===== src/rtl/core/qgp_mul.sv =====
// Shared signed 32x32 multiplier with registered product.
module qgp_mul (
	input  logic               clk,
	input  logic signed [31:0] a,
	input  logic signed [31:0] b,
	output logic signed [63:0] p
);
	logic signed [63:0] p_q;

	always_ff @(posedge clk) begin
		p_q <= 64'(a) * 64'(b);
	end

	assign p = p_q;
endmodule


===== config.mk =====
export PLATFORM = sky130hd
export DESIGN_NAME = qgp_mul
export DESIGN_NICKNAME = d
export VERILOG_FILES = /design/src/rtl/core/qgp_mul.sv
export SDC_FILE = /design/constraint.sdc
export NUM_CORES = 2
export LEC_CHECK = 0
export ABC_AREA = 1
export ABC_CLOCK_PERIOD_IN_PS = 11900
export BUFFER_PORTS_ARGS = -buffer_cell sky130_fd_sc_hd__buf_2
export CORE_ASPECT_RATIO = 1.1
export CORE_MARGIN = 5
export CORE_UTILIZATION = 60
export CTS_BUF_LIST = sky130_fd_sc_hd__clkbuf_2 sky130_fd_sc_hd__clkbuf_4 sky130_fd_sc_hd__clkbuf_8
export CTS_CLUSTER_DIAMETER = 200
export CTS_CLUSTER_SIZE = 14
export DETAILED_ROUTE_END_ITERATION = 6
export PLACE_DENSITY = 0.88
export RECOVER_POWER = 50
export SYNTH_ARGS = -nofsm -noshare
export SYNTH_HDL_FRONTEND = slang
export SYNTH_SLANG_ARGS = --single-unit

===== constraint.sdc =====
create_clock -name clk -period 11.9 [get_ports clk]
set_clock_uncertainty 0.15 [all_clocks]
set_input_delay 2.38 -clock clk [delete_from_list [all_inputs] [get_ports clk]]
set_output_delay 2.38 -clock clk [all_outputs]
set_load 0.05 [all_outputs]

Word level (Yosys, flattened, before mapping)
Cells that the tools add are included.
- flip-flop bits (word level): 64
- $mul: 1
- operator list (operator ; number):
    32-bit by 32-bit multiplier with 64-bit output ; 1

Depth between registers and ports, before layout
- depth after elaboration: 1
- gate-level depth with buffers: 31
- depth with buffers taken out: 30

Least setup slack after synthesis
OpenSTA, ideal clock, no wires.
- path type: input-to-reg
- start: in a[31]
- end: reg p_q[59], in the netlist p[59]
- path slack: 2726 ps
- stages on the path: 27
- path buffers: 1
- data required time: 11637 ps
- arrival: 8912 ps
- cells stage by stage: clkbuf_1 nand2_1 inv_1 fa_1 inv_1 fa_1 inv_1 fa_1 fa_1 inv_1 fa_1 inv_1 fa_1 inv_1 fa_1 fa_1 inv_1 ha_1 nand2_2 nor2_1 inv_1 nor2_1 nand2_1 nor3_1 nand2_1 nand4_1 nand2_1
- longest elaborated chain between the ends: 1
- RTL lines (element ; RTL line ; source):
    from (decl) ; 4 ; input logic signed [31:0] a,
    32-bit by 32-bit multiplier with 64-bit output ; 11 ; p_q <= 64'(a) * 64'(b);
    to (signal assigned) ; 11 ;
    to (decl) ; 8 ; logic signed [63:0] p_q;
Every way passes these cells.

Worst setup path in the final report
- start: in a[31]
- end: reg p_q[56], in the netlist p[56]
Same word-level chain as after synthesis.

==> impl_metrics.env <==
export IMPL_crit_start="a[31]"
export IMPL_multi_input_area_um2=31820
export IMPL_num_fill_cells=5434
export IMPL_synth_seq_area_share_pct=3.187
export IMPL_drive_gt1_share_pct=3.363
export IMPL_postSynthCellCount=5124
export IMPL_critPathArrivalTime_ns=10.36
export IMPL_ant_nets=0
export IMPL_cts_tree="built"
export IMPL_dp_hpwl_um=94960
export IMPL_maxCapViolations=1
export IMPL_grt_pass1_vias=36570
export IMPL_fp_dieW_um=256.8
export IMPL_chipHeight_um=281.5
export IMPL_vias=32280
export IMPL_cts_path_max_buffers=2
export IMPL_ios=129
export IMPL_worstPathRequired_ns=12.04
export IMPL_hold_buffers=0
export IMPL_rsz0062_at_grt="false"
export IMPL_start_kind="input pin"
export IMPL_cts_made_buffers=9
export IMPL_finalSetupViolCount=0
export IMPL_period_share_pct=85.90
export IMPL_port_buffers=128
export IMPL_dp_cells=5927
export IMPL_hold_ws_ns=2.424
export IMPL_slew_violations=30
export IMPL_ctsResizeCount=0
export IMPL_path_max_fanout=32
export IMPL_failed_checks="max-capacitance violations, max-slew violations"
export IMPL_start_util_pct=60.56
export IMPL_core_area_um2=66390
export IMPL_mappedNetlistArea_um2=40200
export IMPL_outcome="complete, but fails checks"
export IMPL_final_cell_mix="inv_1 (1692), nand2_1 (1504), fa_1 (1082), ha_1 (184), nor2_1 (93)"
export IMPL_maxSlewHeadroom_pct=-3.017
export IMPL_grt_max_degree=33
export IMPL_worstMarginPinSlew_ns=1.545
export IMPL_stdcell_count=5948
export IMPL_synth_cell_types=27
export IMPL_post_route_util_pct=62.32
export IMPL_final_common_cell="inv_1"
export IMPL_hold_class="input pin to flop"
export IMPL_vias_per_cell=5.427
export IMPL_rows=99
export IMPL_syn_area_per_cell_um2=7.846
export IMPL_cts_root_buf="clkbuf_8"
export IMPL_largest_register_ff_count=64
export IMPL_routed_wl_um=111700
export IMPL_grt_pass1_wl_um=183300
export IMPL_fin_nets=6411
export IMPL_critPathKind="input pin to flop"
export IMPL_whs_endpoint="p[0]"
export IMPL_end_kind="flop"
export IMPL_avgRoutedWirePerCell_um=18.79
export IMPL_setup_tns_ns=0
export IMPL_min_from="a[0]"
export IMPL_seq_area_um2=1281
export IMPL_post_cts_setup_buffers=0
export IMPL_grt_overflow=0
export IMPL_drc_errors=0
export IMPL_drtPass1Iterations=6
export IMPL_fin_crit_ns=10.22
export IMPL_hold_depth=4
export IMPL_grt_util_all_layers_pct=31.88
export IMPL_hold_viol=0
export IMPL_ys_warn_count=0
export IMPL_ys_ff_latch=64
export IMPL_drt_iter0_markers=2920
export IMPL_clk_pin_slew_ns=0.09
export IMPL_cts_sinks=64
export IMPL_area_growth_pct=2.916
export IMPL_antenna_found_initial=5
export IMPL_synth_nets=6455
export IMPL_place_congestion=0.9871
export IMPL_fmax_ghz=0.09783
export IMPL_htreeDepth=3
export IMPL_die_area_um2=72290
==> worst max-delay path, cell delays in order <==
cell,delay [ns]
buf_2,0.56
nand2_1,0.28
inv_1,0.15
fa_1,0.40
inv_1,0.24
fa_1,0.48
inv_1,0.25
fa_1,0.52
fa_1,0.89
inv_1,0.48
fa_1,0.62
inv_1,0.07
fa_1,0.53
inv_1,0.05
fa_1,0.48
inv_1,0.05
fa_1,0.45
ha_1,0.43
nand2_1,0.16
nor2_1,0.17
inv_1,0.07
nor2_1,0.14
nand2_1,0.11
nor3_2,0.11
nand2_1,0.10
nand3_1,0.10
nand2_1,0.05
==> cell families after synthesis <==
logic type	synth area share, %
flops	3.187
buf+inv	17.66
simple gates	17.55
fa+ha+maj	59.60
compound gates	1.260
xor+xnor	0.7407
==> stage by stage <==
step / setup WS [ns] / instance area (µm²)
final: 1.678 / 41380
after global routing: 1.148 / 41380
after CTS: 1.750 / 41450
after detailed placement: 1.373 / 41270
after global placement: 1.692 / 41270
after floorplan: 2.726 / 40200
==> final cells by class <==
type	instances	share of cell area, %
timing repair buffer	137	1.512
clock inverter	6	0.1058
sequential	64	3.096
multi-input combinational	3168	76.91
antenna	5	0.03024
tap	858	2.594
inverter	1700	15.42
clock buffer	10	0.3326
==> routing by layer <==
metal | routed length (µm) | track usage [%] | vias up
met4 | 7464 | 18.08 | 0
met3 | 10750 | 5.687 | 543
li1 | - | - | 13840
met5 | 0 | 0 | -
met1 | 38180 | 38.36 | 15990
met2 | 55350 | 54.75 | 1906
==> synthesized netlist by cell type (all sizes together) <==
cell type  instances  area [µm²]
o21bai             8       60.06
a21o               2       15.01
clkbuf           192       720.7
nand4             13       81.33
o21ai             21       105.1
nand3b             6       45.04
or2                7       43.79
nor3              16       105.1
inv             1700        6381
xor2              31       271.5
nand3             79       425.4
a21oi             63       319.1
nand2           1525        5777
dfxtp             64        1281
ha               184        2302
o21a               1       7.510
xnor2              3       26.28
nor2             127       576.8
fa              1082       21660
==> how the worst max path moves through the flow <==
stage | cells past startpoint | to | slack, ns
after floorplan | 27 | p[59] | 2.73
after detailed placement | 27 | p[56] | 1.37
after global placement | 27 | p[56] | 1.69
after global routing | 28 | p[61] | 1.15
after CTS | 27 | p[56] | 1.75
final | 27 | p[56] | 1.68
Power is left out: the tool's default activity adds up to more than one toggle a clock period on the data nets, which glitch-free logic cannot reach.
