==> config.mk <==
export PLATFORM = sky130hd
export DESIGN_NAME = qgp_div
export DESIGN_NICKNAME = d
export VERILOG_FILES = /design/src/rtl/core/qgp_div.sv
export SDC_FILE = /design/constraint.sdc
export NUM_CORES = 1
export LEC_CHECK = 0
export BUFFER_PORTS_ARGS = -buffer_cell sky130_fd_sc_hd__buf_2
export CAP_MARGIN = 25
export CORE_MARGIN = 2
export CORE_UTILIZATION = 32
export CTS_CLUSTER_SIZE = 12
export DETAILED_ROUTE_END_ITERATION = 10
export PLACE_DENSITY = 0.56
export SLEW_MARGIN = 15
export SYNTH_ARGS = -nofsm -noshare
export SYNTH_HDL_FRONTEND = slang
export SYNTH_SLANG_ARGS = --single-unit
export TNS_END_PERCENT = 30
==> constraint.sdc <==
create_clock -name clk -period 2.8 [get_ports clk]
set_input_delay 0.28 -clock clk [delete_from_list [all_inputs] [get_ports clk]]
set_output_delay 0.28 -clock clk [all_outputs]
set_load 0.1 [all_outputs]
==> src/rtl/core/qgp_div.sv <==
// Restoring divider, 62-bit numerator by 32-bit divisor, 31 quotient bits.
module qgp_div (
	input  logic        clk,
	input  logic        arst_n,
	input  logic        start,
	input  logic [61:0] num,
	input  logic [31:0] den,
	output logic        done,
	output logic [30:0] quo
);
	logic        run_q;
	logic        done_q;
	logic [4:0]  cnt_q;
	logic [32:0] rem_q;
	logic [30:0] lo_q;
	logic [30:0] quo_q;
	logic [32:0] t;
	logic        ge;

	// quotient fits 31 bits, so the top of the numerator is already below den
	assign t  = {rem_q[31:0], lo_q[30]};
	assign ge = t >= {1'b0, den};

	always_ff @(posedge clk or negedge arst_n) begin
		if (!arst_n) begin
			run_q  <= 1'b0;
			done_q <= 1'b0;
			cnt_q  <= '0;
		end else begin
			done_q <= 1'b0;
			if (start) begin
				run_q <= 1'b1;
				cnt_q <= '0;
			end else if (run_q) begin
				cnt_q <= cnt_q + 5'd1;
				if (cnt_q == 5'd30) begin
					run_q  <= 1'b0;
					done_q <= 1'b1;
				end
			end
		end
	end

	always_ff @(posedge clk) begin
		if (start) begin
			rem_q <= {2'b0, num[61:31]};
			lo_q  <= num[30:0];
			quo_q <= '0;
		end else if (run_q) begin
			rem_q <= ge ? (t - {1'b0, den}) : t;
			lo_q  <= {lo_q[29:0], 1'b0};
			quo_q <= {quo_q[29:0], ge};
		end
	end

	assign done = done_q;
	assign quo  = quo_q;
endmodule
* Word-level counts from Yosys, hierarchy flattened
Cells that the tools add are included.
** Word-level totals
- Output and inout port bits :: 32
- Logic and storage cells :: 25
- Input bits :: 97
- Register bits after elaboration :: 101
** Cells by class
- Eq/ne operators :: 1
- Multiplexer cells :: 13
- Reductions and logical operators :: 1
- Add/subtract/negate cells :: 2
- $lt $le $gt $ge :: 1
** Operator list (count)
- 31-bit 2-to-1 mux :: 4
- 33-bit by 32-bit greater-or-equal comparator with 1-bit output :: 1
- 32-bit 2-to-1 mux :: 1
- 32-bit subtractor :: 1
- 5-bit 2-to-1 mux :: 2
- 1-bit 2-to-1 mux :: 6
- 5-bit by 1-bit adder with 5-bit output, second input constant :: 1
- 5-bit equality test, second input constant :: 1
- 2-bit nonzero test :: 1

* Logic depth before layout (Yosys ltp)
- Depth in word-level cells :: 4
- Mapped depth :: 13

* Worst setup path after synthesis
No wires, ideal clock.
- Kind :: reg-to-reg
- Start point :: register lo_q[30]
- End point :: register rem_q[26], data pin
- Required time :: 2.520 ns
- Path buffers :: 0
- Arrival :: 2.649 ns
- Setup time :: 0.280 ns
- Setup slack :: -0.129 ns
- Clock period less this slack :: 2.929 ns
- Stages on the path, launching flop included :: 14
- Cell sequence :: edfxtp_1 inv_1 ha_1 inv_1 fa_1 a21o_1 a311oi_1 o21a_1 o21ai_0 a31oi_1 nor2_1 o31ai_1 xor2_1 a311oi_1
** On the way
- Word-level cells in the longest chain between the ends :: 4
- Elaborated cells on any way between the ends :: 5
- Classes of those cells :: 1 x add/sub; 1 x order compare; 3 x mux
** RTL lines
- start, declared :: RTL line 15 : logic [30:0] lo_q;
- start signal, assigned :: RTL line 47 : lo_q <= num[30:0];
- start signal, assigned :: RTL line 51 : lo_q <= {lo_q[29:0], 1'b0};
- 32-bit subtractor or 33-bit by 32-bit greater-or-equal comparator with 1-bit output (tied branches) :: RTL line 50, 22
- 32-bit 2-to-1 mux (*) :: RTL line 50 : rem_q <= ge ? (t - {1'b0, den}) : t;
- 31-bit 2-to-1 mux (*) :: RTL line 49 : end else if (run_q) begin
- 31-bit 2-to-1 mux (*) :: RTL line 45 : if (start) begin
- end signal, assigned :: RTL line 46 : rem_q <= {2'b0, num[61:31]};
- end signal, assigned :: RTL line 50
- end, declared :: RTL line 14 : logic [32:0] rem_q;
Every way passes the cells marked *; elsewhere a longest branch is shown, timed or not. The select of a mux whose other input is x is not followed.
A chain may end at the register's enable or synchronous reset.

* Worst setup path in the final report
- Start point :: register lo_q[30]
- End point :: register rem_q[22], data pin
Same word-level chain as after synthesis.

==> insert_results.sql <==
INSERT INTO impl_metrics (metric_group, metric, value, unit) VALUES
('status', 'outcome', 'complete, but fails checks', ''),
('status', 'failed_checks', 'negative setup slack', ''),
('synth', 'netlist_top_cells_area', 'sky130_fd_sc_hd__edfxtp_1 30%, sky130_fd_sc_hd__dfxtp_1 10%, sky130_fd_sc_hd__ha_1 6.9%', ''),
('worst_setup_path', 'cp_max_fo', '3', ''),
('timing', 'tightestPinTransition', '0.5124', 'ns'),
('detailed_routing', 'drt_drc_violations_left', '0', ''),
('floorplanning', 'die-width', '142.6', 'um'),
('synth', 'postSynthCellCount', '616', ''),
('detailed_routing', 'via_per_inst', '4.923', ''),
('floorplanning', 'floorplan.die_area', '20330', 'sq um'),
('timing', 'slew_headroom', '66.07', '%'),
('worst_setup_path', 'required', '2.90', 'ns'),
('detailed_routing', 'top_layer_used', 'met5', ''),
('worst_setup_path', 'path_cells', 'inv_2, ha_4, inv_2, fa_2, a21o_1, a311oi_2, o21a_1, o21ai_2, a31oi_4, buf_4, buf_6, buf_6, buf_6, xnor2_4, o311ai_4', ''),
('synth', 'post_synth.cell_area_avg', '9.979', 'sq um'),
('synth', 'ys_async_sr_fraction', '6.931', '%'),
('clocking', 'clock_sinks', '101', ''),
('placement', 'detailed_place_hpwl', '11480', 'um'),
('pwr', 'vdd_drop_max', '396.0', 'uV'),
('worst_setup_path', 'critPathMaxStageDelay', '0.38', 'ns'),
('detailed_routing', 'detail_route.wl_per_cell', '15.74', 'um'),
('synth', 'synth_top_flop_cell', 'sky130_fd_sc_hd__edfxtp_1', ''),
('synth', 'synth_area', '6147', 'sq um'),
('job', 'drv_cap', '0', ''),
('placement', 'place_congestion', '0.7997', ''),
('synth', 'synth_top_area_share', '30.29', '%'),
('placement', 'dpl_worst_slack', '-0.1960', 'ns'),
('timing', 'fmax', '0.3528', 'GHz'),
('clocking', 'cts.clk_slew.worst_paths', '0.08', 'ns'),
('timing', 'finalSetupViolCount', '3', ''),
('detailed_routing', 'wirelength_met1', '7579', 'um'),
('floorplanning', 'io_pins', '129', ''),
('worst_setup_path', 'end_kind', 'register', ''),
('synth', 'synth-seq-area-share', '43.56', '%'),
('pwr', 'power_density', '964.1', 'nW/um^2'),
('floorplanning', 'row_count', '50', ''),
('layout', 'layout.core_utilization', '44.36', '%'),
('synth', 'netlist.top_cell.by_area', 'sky130_fd_sc_hd__edfxtp_1', ''),
('pwr', 'leakage', '0.003962', 'uW'),
('synth', 'netlist-cell-type-count', '55', ''),
('worst_setup_path', 'crit_type', 'register to register', ''),
('detailed_routing', 'wl_met2', '7592', 'um'),
('clocking', 'insertion_delay', '0.36', 'ns'),
('worst_setup_path', 'setup.worst_path.start_class', 'register', ''),
('timing', 'report.final.hold_viol_count', '0', ''),
('synth', 'synth-edff-count', '62', ''),
('layout', 'nFillCells', '1861', ''),
('placement', 'numPlacedInstances', '1017', ''),
('clocking', 'cts_htree_levels', '3', ''),
('timing', 'unrepaired_setup_endpoints_after_global_routing', 'yes', ''),
('synth', 'syn_nets', '748', ''),
('global_routing', 'grt.total_usage', '15.82', '%'),
('floorplanning', 'start_util', '32.75', '%'),
('global_routing', 'maximum_number_of_pins_on_one_net_before_global_route_repair', '77', ''),
('synth', 'yosys_warnings', '0', ''),
('layout', 'final_nets', '942', ''),
('worst_setup_path', 'most_frequent_cell_on_the_critical_path', 'sky130_fd_sc_hd__buf_6', ''),
('timing', 'postLayoutSetupSlackWorst', '-0.03443', 'ns'),
('detailed_routing', 'met3_wirelength', '1157', 'um'),
('clocking', 'cts.path.max_buffers', '2', ''),
('layout', 'instances_no_fill', '1050', ''),
('floorplanning', 'chip_height', '142.6', 'um'),
('detailed_routing', 'drt_first_pass_iters', '6', ''),
('global_routing', 'first_global_vias', '5112', ''),
('detailed_routing', 'drt_iter0_drc', '266', ''),
('detailed_routing', 'routed_wirelength', '16520', 'um'),
('timing', 'report.final.slew_viol_count', '0', ''),
('clocking', 'cts_tree', 'built', ''),
('timing', 'clock_skews', '0.004136', 'ns'),
('layout', 'final_cell_mix', '127 x sky130_fd_sc_hd__buf_2, 77 x sky130_fd_sc_hd__buf_4, 62 x sky130_fd_sc_hd__edfxtp_1, 55 x sky130_fd_sc_hd__nor2_1, 42 x sky130_fd_sc_hd__nand2_1', ''),
('placement', 'buffer_ports.inserted', '128', '');
[layer usage]
layer | global-route usage (%) | up-vias
met2 | 25.66 | 136
met4 | 2.918 | 2
li1 | - | 2639
met3 | 5.754 | 18
met1 | 20.46 | 2374
met5 | 0 | -
[state kept, by name, summed over array words and instances, names as in the netlist]
name   count
lo_q      31
cnt_q      5
quo       31
run_q      1
rem_q     32
done       1
[power by group]
part	switching [uW]	total (uW)	leakage, uW	internal (uW)
Combinational	2290	4580	0.00280	2280
Sequential	196	2150	0.00102	1960
Clock	662	1300	0.000150	638
[what timing repair did]
action / 4_1_cts / 5_1_grt
cloned: 0 / 5
hold buffers: 1 / 0
pin swaps: 19 / 17
gates resized for setup: 29 / 48
buffers inserted: 5 / 7
hold endpoints to repair: 7 / 0
setup endpoints to repair: 32 / 33
[critical path, delay by kind of cell (launching register included)]
kind                       cells  cell delay, ns
xor gates and xnor gates       1            0.11
DFF                            1            0.38
AOI/OAI and AO/OA              6            1.08
adders and majority gates      2            0.46
buffers and inverters          6            0.54
[area by class of cell]
type / instances / area [sq um] / share of cell area [%]
clock buffers: 9 / 225.2 / 2.705
multi-input cells: 438 / 3455 / 41.49
repair buffers: 217 / 1435 / 17.24
clock inverters: 7 / 75.07 / 0.9017
well taps: 234 / 292.8 / 3.517
flip-flops and latches: 101 / 2679 / 32.18
diodes: 1 / 2.502 / 0.03006
inverters: 43 / 161.4 / 1.939
[synth_stat cells (all sizes together), types with 2 or more instances]
cell,number
a211oi,2
a21oi,30
ha,34
a31oi,6
buf,9
clkbuf,26
and4,2
o211ai,7
o21bai,5
mux2i,37
o311ai,21
nand3,37
or2,3
o21ai,17
nor4,3
mux2,31
nor3b,3
xnor2,16
edfxtp,62
dfxtp,32
a311oi,4
nand2,43
xor2,17
nor2,58
o21a,4
nand3b,2
o31ai,4
or3,2
a21o,17
nand4,9
and2,3
dfrtp,7
nor3,5
nand2b,4
inv,43
[stage by stage]
stage               cell area [sq um]  setup TNS [ns]  hold WS (ns)  power (uW)
global placement                 7552          -2.078        0.1224        5912
floorplan                        6163               0      -0.01559        4549
CTS                              7985         -0.2423        0.1855        7469
finish                           8325        -0.08863        0.1980        8027
detailed placement               7552          -3.856        0.1245        5901
global route                     8323          -2.407        0.2008        8567
[final timing paths]
kind | startpoint | endpoint | slack, ns | depth (start not counted)
max reg2reg | lo_q[30]$_DFFE_PP_ | rem_q[22]$_DFFE_PP_ | -0.03 | 15
min in group asynchronous | arst_n | cnt_q[2]$_DFFE_PN0P_ | 0.28 | 2
max in group asynchronous | arst_n | run_q$_DFF_PN0_ | 2.35 | 2
min reg2reg | rem_q[31]$_SDFFE_PP0P_ | rem_q[31]$_SDFFE_PP0P_ | 0.51 | 2
min | num[32] | rem_q[1]$_DFFE_PP_ | 0.20 | 3
max | lo_q[30]$_DFFE_PP_ | rem_q[22]$_DFFE_PP_ | -0.03 | 15
[kinds of logic after synthesis]
group	Yosys count	share of synthesized area [%]
AO/OA/AOI/OAI	125	14.39
XOR/XNOR	33	4.702
adder cells (fa/ha/maj)	35	7.246
buffers and inverters	78	5.129
flip-flops	101	43.56
multiplexers	68	11.70
AND/OR/NAND/NOR	176	13.27
(Power assumes the default switching activity.)
