===== src/rtl/core/qgp_root.sv =====
// Iterative integer square root, one result bit per cycle.
module qgp_root (
	input  logic        clk,
	input  logic        arst_n,
	input  logic        start,
	input  logic [63:0] value,
	output logic        done,
	output logic [31:0] root
);
	logic        run_q;
	logic        done_q;
	logic [4:0]  cnt_q;
	logic [63:0] rem_q;
	logic [63:0] res_q;
	logic [63:0] bit_q;
	logic [63:0] trial;

	assign trial = res_q + bit_q;

	always_ff @(posedge clk or negedge arst_n) begin
		if (!arst_n) begin
			run_q  <= 1'b0;
			done_q <= 1'b0;
			cnt_q  <= '0;
		end else begin
			done_q <= 1'b0;
			if (start) begin
				run_q <= 1'b1;
				cnt_q <= '0;
			end else if (run_q) begin
				cnt_q <= cnt_q + 5'd1;
				if (cnt_q == 5'd31) begin
					run_q  <= 1'b0;
					done_q <= 1'b1;
				end
			end
		end
	end

	always_ff @(posedge clk) begin
		if (start) begin
			rem_q <= value;
			res_q <= '0;
			bit_q <= 64'd1 << 62;
		end else if (run_q) begin
			if (rem_q >= trial) begin
				rem_q <= rem_q - trial;
				res_q <= (res_q >> 1) + bit_q;
			end else begin
				res_q <= res_q >> 1;
			end
			bit_q <= bit_q >> 2;
		end
	end

	assign done = done_q;
	assign root = res_q[31:0];
endmodule


===== config.mk =====
export PLATFORM = sky130hd
export DESIGN_NAME = qgp_root
export DESIGN_NICKNAME = d
export VERILOG_FILES = /design/src/rtl/core/qgp_root.sv
export SDC_FILE = /design/constraint.sdc
export NUM_CORES = 1
export LEC_CHECK = 0
export BUFFER_PORTS_ARGS = -buffer_cell sky130_fd_sc_hd__buf_2
export CORE_MARGIN = 4
export CORE_UTILIZATION = 40
export CTS_CLUSTER_DIAMETER = 150
export DETAILED_ROUTE_END_ITERATION = 12
export GPL_TIMING_DRIVEN = 0
export REMOVE_ABC_BUFFERS = 1
export SLEW_MARGIN = 25
export SYNTH_ARGS = -nofsm -noshare
export SYNTH_HDL_FRONTEND = slang
export SYNTH_SLANG_ARGS = --single-unit

===== constraint.sdc =====
create_clock -name clk -period 10.6 [get_ports clk]
set_input_delay 1.06 -clock clk [delete_from_list [all_inputs] [get_ports clk]]
set_output_delay 1.06 -clock clk [all_outputs]
set_load 0.02 [all_outputs]

==> Yosys cells after proc, flatten, opt, wreduce, memory -nomap -nowiden <==
Cells that the tools add are included.
{ "totals": {"reg_bits": 167, "wordCells": 27} }
{ "classes": {"n_addsub": 4, "order_cmp": 1, "n_eq_ne": 1, "mux": 12, "reduce_logical": 3} }
{ "ops": {"columns": ["operator", "count"], "rows": [
  ["two-way mux 64 bit", 4],
  ["adder 63 x 63 -> 64 bit", 1],
  ["adder 64 x 63 -> 64 bit", 1],
  ["greater-or-equal comparator 64 bit", 1],
  ["subtractor 64 bit", 1],
  ["two-way mux 5 bit", 2],
  ["two-way mux 1 bit", 6],
  ["adder 5 x 1 -> 5 bit (second input constant)", 1],
  ["equality test 5 bit (second input constant)", 1],
  ["nonzero test 2 bit", 2],
  ["AND reduction 2 bit", 1]
]} }

==> Logic depth before layout (Yosys ltp) <==
Gate-level depths: netlist (run 1).
{ "depth": {"word_depth": 5, "ltp_mapped": 25} }

==> Worst setup path before layout (run 1) <==
No wires, ideal clock.
{ "synth_timing": {"path_kind": "register -> register", "from": "reg res_q[4]", "to": "reg rem_q[0] (enable)", "arrival_ps": 9065, "slack_ps": 961, "stages_incl_launch_ff": 22, "path_buffers": 4, "synth_period_minus_slack_ps": 9639, "path_cell_list": "dfxtp_1 > ha_1 > a21oi_1 > or4b_1 > a2111oi_2 > o21ai_0 > a211o_1 > a31oi_1 > o211a_1 > o21ai_1 > xor2_1 > ha_1 > clkbuf_1 > nand4_1 > nand3b_1 > nand3b_1 > nand3_1 > clkbuf_1 > nor2_2 > buf_2 > buf_2 > o21ai_0"} }
{ "synth_via": {"elab_chain_len": 4} }
{ "synth_lines": {"columns": ["item", "line_no", "source"], "rows": [
  ["from (decl)", "14", "logic [63:0] res_q;"],
  ["from (signal assigned)", "48", "res_q <= (res_q >> 1) + bit_q;"],
  ["from (signal assigned)", "50", "res_q <= res_q >> 1;"],
  ["adder 64 x 63 -> 64 bit", "18", "assign trial = res_q + bit_q;"],
  ["greater-or-equal comparator 64 bit", "46", "if (rem_q >= trial) begin"],
  ["nonzero test 2 bit (no source line)", null, null],
  ["AND reduction 2 bit (no source line)", null, null],
  ["to (signal assigned)", "42", "rem_q <= value;"],
  ["to (signal assigned)", "47", "rem_q <= rem_q - trial;"],
  ["to (decl)", "13", "logic [63:0] rem_q;"]
]} }
No other way between the ends.
A chain may end at the register's enable or synchronous reset.

==> Worst setup path in the final report (run 1) <==
{ "layout_timing": {"from": "reg res_q[2]", "to": "reg res_q[59]"} }
{ "layout_via": {"elab_chain_len": 3} }
{ "layout_lines": {"columns": ["item", "line_no"], "rows": [
  ["adder 64 x 63 -> 64 bit", "18"],
  ["greater-or-equal comparator 64 bit", "46"],
  ["two-way mux 64 bit *", "46"]
]} }
Every way passes the cells marked *; elsewhere a longest branch is shown, timed or not.

==> run_results.csv, run 1 <==
group,metric,value,unit
synthesis,yosys-top-cells-count,"229 x nand2_1, 197 x o21ai_0, 177 x nor2_1",
worst_setup_path,start_kind,"flip-flop",
cells_and_area,nets,2246,
placement,gp_congestion,0.913,
synthesis,async_flop_share,4.19,%
worst_setup_path,r2r-start,"res_q[2]$_SDFFE_PP0P_",
synthesis,synth_largest_area_cell,"dfxtp_1",
worst_setup_path,required,10.96,ns
route,first_iter_violations,1324,
floorplan,coreArea,0.0398,mm2
cts,tritoncts,"built",
worst_setup_path,worstSetupEndpointType,"flip-flop",
timing,fin_crit_sh,69.5,%
cts,cts-root-buf,"clkbuf_16",
global_route,grt_pass1_wl,80.4,mm
cells_and_area,antenna_cells,0,
floorplan,die_w,209,um
worst_setup_path,cp_num_cells,21,
synthesis,synth_top_area_share,11.9,%
floorplan,dieArea,0.0437,mm2
placement,dp_hpwl,38.4,mm
timing,finalSetupViolations,0,
worst_setup_path,path_buf_inv,1,
timing,finalMaxSlewViolations,0,
route,wl_per_cell,19.4,um
cts,clock-sinks,167,
floorplan,fp-row-count,73,
route,drtPass1Iterations,5,
synthesis,yosysMostFrequentCell,"nand2_1",
synthesis,syn_inst,2072,
placement,port_buffers,99,
worst_setup_path,r2r_cells,21,
timing,clock.fmax,136,MHz
job,drv_cap,0,
cells_and_area,postLayoutCellArea,0.0174,mm2
cts,cts-htree-levels,4,
timing,finClkSkew,0.0138,ns
power_and_ir_drop,powerDensity,260,mW/mm2
worst_setup_path,cp_max_fo,29,
global_route,overflow,0,
timing,tightest_slew,1.01,ns
synthesis,synth_area_leaders,"dfxtp_1 12%, edfxtp_1 12%, ha_1 10%, o21ai_0 6.1%, nand2_1 5.3%",
timing,relSlewSlack,32.1,%
worst_setup_path,rrSetupSlack,3.23,ns
cells_and_area,layout-drive-gt1-share,9.08,%
cts,path_clk_slew,0.07,ns
synthesis,seq_area_frac_synth,24.8,%
global_route,grt_usage,22.4,%
synthesis,ys.flop_type,"dfxtp_1",
floorplan,num_io_pins,100,
power_and_ir_drop,combPwrFrac,61.7,%
cts,clk_latency,0.47,ns
placement,dpl.cell_count,2552,
worst_setup_path,slowest_delay,0.88,ns
outcome,outcome,"completed",
power_and_ir_drop,ir_worst_vdd,0.129,mV
global_route,antenna_found_initial,0,
synthesis,synth_cell_type_count,90,
route,drc,0,
synthesis,synth_seq_cells,167,
timing,rsz0062_at_grt,"no",
floorplan,initial_core_util,40.6,%
route,wirelength,50.1,mm
worst_setup_path,cp_slowest_cell,"a2111oi_0",
timing,period_minus_slack,7.37,ns
power_and_ir_drop,pwr-share-clk,14.4,%
worst_setup_path,criticalPathCategory,"reg2reg",
cts,clockBufferDepth,2,
worst_setup_path,crit_chain,"ha_1 -> a31oi_1 -> a2111oi_0 -> o21ai_0 -> nand3_1 -> a41oi_1 -> nor3_1 -> nor3_1 -> o31ai_1 -> xnor2_1 -> ha_1 -> a21o_1 -> o21bai_1 -> a21oi_1 -> nor2_1 -> o21ai_0 -> nand3_2 -> nor2_4 -> buf_12 -> o221ai_2 -> a2111oi_2",
cts,cts_buffers,17,
power_and_ir_drop,p_int,2.34,mW
global_route,grt_pass1_vias,14700,
placement,place_area,0.0169,mm2
synthesis,synth-edff-count,64,
floorplan,die_h,209,um
worst_setup_path,critPathTopFamily,"compound AO/OA/AOI/OAI gates",
synthesis,ys_warn_count,0,
route,vias,15700,
power_and_ir_drop,switching_power,2.20,mW
worst_setup_path,r2r_end,"res_q[59]$_SDFFE_PP0P_",
route,ant_nets,0,
worst_setup_path,crit_arrival,7.73,ns
cts,ctsResizeCount,0,
hold_path,hp-class,"in2async",
synthesis,synthesis.area,0.0162,mm2
cts,post_cts_buffers,0,
cells_and_area,syn2layout_area_growth,7.78,%
power_and_ir_drop,p_leak,6.90,nW
global_route,grt_max_degree,79,
timing,hold_viol_final,0,
power_and_ir_drop,power_frac_seq,23.9,%
power_and_ir_drop,sw_frac_of_total,48.4,%
cells_and_area,post-route-util,43.8,%
cts,hold_buffers,0,
cells_and_area,stdcell_count,2584,
route,via_per_inst,6.09,
cells_and_area,nFillCells,4148,
synthesis,postSynthAreaPerCell,7.81,um2
[per-layer routing]
layer | vias up | track usage, % | wire [um]
met3 | 77 | 2.16 | 2190
met5 | - | 0 | 0
met2 | 494 | 33.6 | 21500
li1 | 7667 | - | -
met1 | 7500 | 33.8 | 25300
met4 | 0 | 6.64 | 1190
[how the worst max path moves through the flow]
stage,startpoint,end,slack (ns)
final,res_q[2]$_SDFFE_PP0P_,res_q[59]$_SDFFE_PP0P_,3.23
after CTS,res_q[2]$_SDFFE_PP0P_,res_q[59]$_SDFFE_PP0P_,3.37
after detailed placement,res_q[2]$_SDFFE_PP0P_,res_q[59]$_SDFFE_PP0P_,3.43
after global routing,res_q[2]$_SDFFE_PP0P_,rem_q[52]$_DFFE_PP_,2.92
after global placement,res_q[2]$_SDFFE_PP0P_,rem_q[61]$_DFFE_PP_,-5.22
after floorplan,res_q[0]$_SDFFE_PP0P_,rem_q[0]$_DFFE_PP_,0.33
[worst reg2reg max path, cell delays in order (launching register included)]
cell,delay [ns]
dfxtp_1,0.37
ha_1,0.37
a31oi_1,0.20
a2111oi_0,0.88
o21ai_0,0.30
nand3_1,0.21
a41oi_1,0.29
nor3_1,0.48
nor3_1,0.14
o31ai_1,0.27
xnor2_1,0.17
ha_1,0.34
a21o_1,0.20
o21bai_1,0.17
a21oi_1,0.21
nor2_1,0.07
o21ai_0,0.33
nand3_2,0.68
nor2_4,0.81
buf_12,0.27
o221ai_2,0.14
a2111oi_2,0.35
[sequential cells by signal, summed over array words and instances, names as in the netlist]
signal / cells
done: 1
bit_q: 32
rem_q: 64
res_q: 64
run_q: 1
cnt_q: 5
[per-stage QoR]
stage	total power, mW	setup slack (ns)	TNS (ns)	hold slack [ns]
floorplan	3.08	0.331	0	0.477
finish	4.54	3.23	0	0.425
global placement	3.78	-5.22	-333.26	0.492
CTS	4.51	3.37	0	0.416
global route	4.89	2.92	0	0.428
detailed placement	3.84	3.43	0	0.511
[placed cells by master, fill, tap and decap left out, drive strengths merged, types with 20 or more instances in the layout]
cell type    n
nand2      230
nor3        37
a21o        49
xnor2       72
nand3       53
edfxtp      64
a21oi      124
o31ai       25
inv         55
xor2        69
dfxtp       96
and3        20
ha         132
nand4       52
o21bai      28
buf        109
mux2i       51
clkbuf      22
a211oi      45
nor2       178
a221oi      20
a31oi       60
o21ai      203
[power groups by stage]
stage | registers [mW] | logic [mW] | clock network [mW]
3_5_place_dp | 1.09 | 2.74 | 0
5_1_grt | 1.10 | 3.10 | 0.686
4_1_cts | 1.08 | 2.76 | 0.662
6_report | 1.08 | 2.80 | 0.652
3_3_place_gp | 1.12 | 2.66 | 0
2_1_floorplan | 1.08 | 2.00 | 0
[logic make-up after synthesis]
group | count (synthesis) | share of synthesized area, %
flip-flops | 167 | 24.8
buffers and inverters | 209 | 5.92
adder cells (fa/ha/maj) | 133 | 10.3
AO/OA/AOI/OAI | 698 | 28.4
AND/OR/NAND/NOR | 666 | 19.2
XOR/XNOR | 141 | 7.63
multiplexers | 58 | 3.64
[layout make-up]
cell class              count  area, um2  share of cell area (%)
clock inverters            10        119                   0.682
inverters                  55        206                    1.18
multi-input cells        1696      11200                    64.4
repair buffers            109        733                    4.21
flip-flops and latches    167       4020                    23.1
clock buffers              22        465                    2.67
well taps                 525        657                    3.77
Power figures use the tool's default switching activity.
==> run 2: changes to the inputs <==
Clock period 10.6 ns to 6.3 ns, I/O delays scaled along.
==> run 2 against run 1 <==
Against the previous run: non-clock buffer count grew 15; combinational power grew 75%; sequential share of layout area decreased by 0.35 points; critical path depth is 2 lower; global-route usage up 0.098 points; register-to-register slack got worse by 2.9 ns; critical endpoint unchanged; largest cell class unchanged; largest power group unchanged.
==> run_results.csv, run 2 (same netlist as run 1, synthesis figures left out) <==
group,metric,value,unit
cells_and_area,antenna_cells,0,
floorplan,dieArea,0.0437,mm2
route,vias,15900,
route,met1_length,25.2,mm
cells_and_area,nFillCells,4136,
route,ant_nets,0,
floorplan,coreArea,0.0398,mm2
cells_and_area,top_regs,"rem_q x64, res_q x64, bit_q x32",
global_route,antenna_found_initial,0,
route,top_layer_used,"met4",
timing,hold_viol_final,0,
cts,clock-sinks,167,
global_route,grt_usage,22.4,%
power_and_ir_drop,power_frac_seq,23.3,%
route,drtPass1Iterations,6,
power_and_ir_drop,sw_frac_of_total,48.5,%
placement,port_buffers,99,
cells_and_area,final_cell_mix,"229 x nand2_1, 193 x o21ai_0, 175 x nor2_1, 129 x ha_1, 122 x a21oi_1",
global_route,grt_pass1_vias,14700,
cts,clockBufferDepth,2,
route,drc,0,
route,wl_per_cell,19.8,um
timing,fin_crit_sh,94.8,%
job,drv_cap,0,
timing,tightest_slew,0.993,ns
cells_and_area,nets,2263,
cells_and_area,syn2layout_area_growth,9.46,%
timing,period_minus_slack,5.97,ns
timing,fin_ws,0.326,ns
timing,finalSetupTns,0,ns
route,via_per_inst,6.10,
power_and_ir_drop,combPwrFrac,62.6,%
floorplan,initial_core_util,40.6,%
power_and_ir_drop,ir_worst_vdd,0.218,mV
worst_setup_path,criticalPathCategory,"reg2reg",
cts,cts_buffers,17,
cells_and_area,layout-drive-gt1-share,10.7,%
timing,finalSetupViolations,0,
power_and_ir_drop,p_int,4.03,mW
power_and_ir_drop,switching_power,3.79,mW
power_and_ir_drop,powerDensity,442,mW/mm2
placement,gp_congestion,0.913,
cts,cts-root-buf,"clkbuf_16",
timing,relSlewSlack,33.4,%
cts,tritoncts,"built",
timing,finalMaxSlewViolations,0,
cells_and_area,final_common_cell,"nand2_1",
cts,clk_latency,0.47,ns
worst_setup_path,required,6.67,ns
floorplan,fp-row-count,73,
cells_and_area,multi_input_area,0.0114,mm2
global_route,grt_pass1_wl,80.7,mm
floorplan,die_h,209,um
placement,dp_hpwl,38.4,mm
timing,rsz0062_at_grt,"yes",
global_route,grt_max_degree,79,
worst_setup_path,cp_max_fo,29,
outcome,outcome,"completed",
placement,pre_cts_ws,-0.872,ns
cells_and_area,ff_latch_area,0.00402,mm2
cts,cts-htree-levels,4,
timing,clock.fmax,167,MHz
power_and_ir_drop,power.total,7.82,mW
cts,path_clk_slew,0.07,ns
hold_path,hp-class,"in2reg",
global_route,overflow,0,
floorplan,num_io_pins,100,
worst_setup_path,start_kind,"flip-flop",
power_and_ir_drop,p_leak,7.02,nW
route,wirelength,51.4,mm
route,wl_met2,22.1,mm
route,wl_met3,2.69,mm
worst_setup_path,worstSetupEndpointType,"flip-flop",
floorplan,die_w,209,um
power_and_ir_drop,pwr-share-clk,14.0,%
worst_setup_path,crit_arrival,6.34,ns
route,first_iter_violations,1333,
timing,finClkSkew,0.0135,ns
==> run 2: cell count changes in the layout (fill, tap and decap cells not counted), sizes merged <==
| cell | change |
|---|---|
| nand3 | +2 |
| buf | +14 |
| dlygate4sd3 | +1 |
==> run 2: layout make-up <==
type,count,share of cell area (%)
clock buffer,22,2.63
multi-input combinational,1698,64.2
tap,525,3.71
timing repair buffer,124,4.86
sequential,167,22.7
inverter,55,1.17
clock inverter,10,0.671
==> run 2: metrics by stage <==
stage / instance area [um2] / utilization [%] / hold slack [ns] / cells
final: 17700 / 44.5 / 0.441 / 2601
after global routing: 17700 / 44.5 / 0.444 / 2601
after CTS: 17500 / 44.0 / 0.427 / 2592
after detailed placement: 16900 / 42.3 / 0.472 / 2552
after global placement: 16600 / 41.6 / 0.469 / 2542
after floorplan: 15400 / - / 0.334 / 1918
==> run 2: final timing paths <==
check,startpoint,to,slack (ns),depth (start not counted)
setup / recovery,res_q[14]$_SDFFE_PP0P_,res_q[59]$_SDFFE_PP0P_,0.33,19
setup reg to reg,res_q[14]$_SDFFE_PP0P_,res_q[59]$_SDFFE_PP0P_,0.33,19
max in group asynchronous,arst_n,run_q$_DFF_PN0_,5.59,2
hold / removal,value[5],rem_q[5]$_DFFE_PP_,0.44,3
hold reg to reg,res_q[0]$_SDFFE_PP0P_,res_q[0]$_SDFFE_PP0P_,0.52,2
min in group asynchronous,arst_n,run_q$_DFF_PN0_,0.53,2
==> run 2: metal layers <==
layer	track usage [%]	vias up
met2	33.9	563
li1	-	7709
met1	33.9	7516
met5	0	-
met3	2.16	90
met4	6.71	0
==> run 2: repair_timing <==
| item | in CTS | in global routing |
|---|---|---|
| endpoints found under the hold margin | 7 | 0 |
| pin swaps | 3 | 5 |
| gates cloned | 0 | 2 |
| gates resized for setup | 7 | 22 |
| setup buffers | 7 | 7 |
| hold buffers | 1 | 0 |
| setup endpoints to repair | 127 | 136 |
==> run 2: critical path, cell delays in order, from the launching register on <==
cell	delay, ns
dfxtp_1	0.41
ha_1	0.39
nand4_1	0.27
o21a_1	0.30
or3_1	0.41
nand3_1	0.17
a41oi_2	0.25
o31ai_1	0.60
a21boi_1	0.20
xor2_1	0.21
ha_1	0.42
a21o_1	0.21
a21o_1	0.18
a21oi_2	0.49
nand3_4	0.32
nor2_4	0.19
buf_4	0.19
buf_12	0.19
o221ai_2	0.11
a2111oi_2	0.35
==> run 2: power groups by stage <==
stage	Clock, mW	Sequential (mW)	Combinational [mW]
5_1_grt	1.16	1.86	5.39
6_report	1.10	1.82	4.90
2_1_floorplan	0	1.82	3.37
4_1_cts	1.11	1.82	4.71
3_5_place_dp	0	1.84	4.62
3_3_place_gp	0	1.88	4.48
==> run 3: changes to the inputs <==
Settings changed: BUFFER_PORTS_ARGS -buffer_cell sky130_fd_sc_hd__buf_2 to -buffer_cell sky130_fd_sc_hd__clkbuf_2, CORE_MARGIN 4 to unset, HOLD_SLACK_MARGIN set to 0.08.
==> run 3 against run 2 <==
Against the previous run: register-to-register slack got worse by 0.11 ns; sequential cell count did not move; design area fell by 0.27%; critical path type unchanged; critical endpoint is now res_q[49]$_SDFFE_PP0P_.
==> run_results.csv, run 3 (same netlist as run 1, synthesis figures left out) <==
group,metric,value,unit
power_and_ir_drop,pwr-share-clk,14.1,%
global_route,grt_max_degree,123,
placement,place_area,0.0168,mm2
hold_path,hp-class,"in2reg",
route,drtPass1Iterations,6,
cts,clockBufferDepth,2,
global_route,grt_pass1_wl,79.2,mm
cts,cts-root-buf,"clkbuf_16",
cts,tritoncts,"built",
timing,fin_crit_sh,96.6,%
floorplan,dieArea,0.0412,mm2
route,wl_per_cell,19.5,um
timing,relSlewSlack,31.5,%
placement,gp_congestion,0.930,
timing,hold_ws,0.432,ns
cells_and_area,nets,2262,
cts,path_clk_slew,0.07,ns
timing,finClkSkew,0.0116,ns
cells_and_area,final_cell_mix,"229 x nand2_1, 194 x o21ai_0, 176 x nor2_1, 128 x ha_1, 122 x a21oi_1",
cells_and_area,final_common_cell,"nand2_1",
route,first_iter_violations,1541,
worst_setup_path,criticalPathCategory,"reg2reg",
global_route,grt_usage,24.1,%
power_and_ir_drop,ir_worst_vdd,0.222,mV
power_and_ir_drop,p_int,4.02,mW
worst_setup_path,required,6.67,ns
power_and_ir_drop,switching_power,3.76,mW
timing,finalSetupTns,0,ns
cts,cts-htree-levels,4,
worst_setup_path,worstSetupEndpointType,"flip-flop",
worst_setup_path,path_buf_inv,2,
floorplan,fp-row-count,73,
outcome,outcome,"completed",
worst_setup_path,cp_max_fo,30,
power_and_ir_drop,powerDensity,441,mW/mm2
cts,clk_latency,0.48,ns
floorplan,initial_core_util,40.6,%
worst_setup_path,cp_slowest_cell,"or4b_1",
timing,period_minus_slack,6.09,ns
cells_and_area,top_regs,"rem_q x64, res_q x64, bit_q x32",
timing,tightest_slew,1.02,ns
route,vias,15700,
floorplan,coreArea,0.0398,mm2
timing,clock.fmax,164,MHz
cells_and_area,antenna_cells,0,
power_and_ir_drop,sw_frac_of_total,48.3,%
worst_setup_path,slowest_delay,0.64,ns
cts,clock-sinks,167,
cts,cts_buffers,17,
worst_setup_path,critPathTopFamily,"simple AND/OR/NAND/NOR gates",
route,drc,0,
floorplan,die_h,203,um
power_and_ir_drop,p_leak,6.98,nW
cells_and_area,syn2layout_area_growth,9.17,%
job,drv_cap,0,
timing,finalSetupViolations,0,
timing,finalMaxSlewViolations,0,
cells_and_area,layout-drive-gt1-share,10.7,%
placement,dp_hpwl,37.7,mm
route,via_per_inst,6.02,
global_route,antenna_found_initial,0,
route,ant_nets,0,
floorplan,num_io_pins,100,
timing,hold_viol_final,0,
worst_setup_path,crit_arrival,6.45,ns
power_and_ir_drop,combPwrFrac,62.5,%
worst_setup_path,start_kind,"flip-flop",
cells_and_area,postLayoutCellArea,0.0177,mm2
global_route,grt_pass1_vias,14600,
global_route,overflow,0,
worst_setup_path,crit_chain,"ha_1 -> a21oi_1 -> or4b_1 -> a2111oi_4 -> nor3_1 -> o31a_1 -> a221oi_2 -> o21ai_1 -> nor3b_1 -> a311oi_1 -> ha_2 -> nand2_1 -> nor2_1 -> nand3b_1 -> nand3b_1 -> nand3_4 -> nor2_4 -> buf_4 -> buf_12 -> or3_1 -> a311oi_1",
floorplan,die_w,203,um
route,wirelength,50.6,mm
placement,port_buffers,99,
power_and_ir_drop,power_frac_seq,23.4,%
-- run 3: cell types whose count changed in the layout (fill, tap and decap cells not counted), moves of 2 or more --
cell,delta
clkbuf_2,+98
clkbuf_8,+3
buf_2,-98
buf_16,-2
-- run 3: what timing repair did --
action | CTS | global route
buffers inserted | 6 | 8
setup endpoints to repair | 127 | 124
hold buffers | 1 | 0
resized for setup | 7 | 19
gates cloned | 0 | 2
hold endpoints to repair | 7 | 0
pin swaps | 3 | 7
-- run 3: power groups by stage --
stage	combinational [mW]	clock, mW	sequential (mW)
6_report	4.86	1.10	1.82
5_1_grt	5.36	1.16	1.86
4_1_cts	4.65	1.11	1.81
3_5_place_dp	4.57	0	1.83
3_3_place_gp	4.46	0	1.88
2_1_floorplan	3.37	0	1.82
-- run 3: stage by stage --
step | std cells | setup slack (ns) | power [mW] | utilization, %
6_report | 2600 | 0.215 | 7.78 | 44.3
5_1_grt | 2600 | -0.0320 | 8.38 | 44.3
2_1_floorplan | 1918 | -3.97 | 5.18 | -
4_1_cts | 2590 | 0.0579 | 7.58 | 43.9
3_5_place_dp | 2551 | -0.944 | 6.41 | 42.2
3_3_place_gp | 2542 | -9.48 | 6.34 | 41.6
-- run 3: per-layer routing --
metal  part of all wire, %  wire [um]  GRT usage [%]  vias up
met3                   5.1       2600           2.87       58
met5                     0          0              0        -
li1                      -          -              -     7696
met1                    49      24800           34.6     7440
met2                    44      22200           36.9      461
met4                   2.0       1040           8.22        0
-- run 3: worst reg2reg max path, stage by stage, from the launching register on --
cell and delay (ns):
dfxtp_1 0.39, ha_1 0.39, a21oi_1 0.11, or4b_1 0.64, a2111oi_4 0.43, nor3_1 0.15, o31a_1 0.37, a221oi_2 0.33
o21ai_1 0.13, nor3b_1 0.21, a311oi_1 0.10, ha_2 0.43, nand2_1 0.09, nor2_1 0.24, nand3b_1 0.19, nand3b_1 0.38
nand3_4 0.32, nor2_4 0.11, buf_4 0.17, buf_12 0.17, or3_1 0.35, a311oi_1 0.29
-- run 3: area by class of cell --
type	instances	area [um2]
tap	525	657
inverter	55	206
fill	4084	22200
timing repair buffer	123	807
multi-input combinational	1698	11400
sequential	167	4020
clock inverter	8	85.1
clock buffer	24	514
-- run 3: final timing paths --
kind	slack [ns]	cells after the start	end	from
min	0.43	3	rem_q[30]$_DFFE_PP_	value[30]
max reg2reg	0.21	21	res_q[49]$_SDFFE_PP0P_	res_q[4]$_SDFFE_PP0P_
max in group asynchronous	5.59	2	run_q$_DFF_PN0_	arst_n
min in group asynchronous	0.53	2	cnt_q[4]$_DFFE_PN0P_	arst_n
min reg2reg	0.51	2	res_q[0]$_SDFFE_PP0P_	res_q[0]$_SDFFE_PP0P_
max	0.21	21	res_q[49]$_SDFFE_PP0P_	res_q[4]$_SDFFE_PP0P_
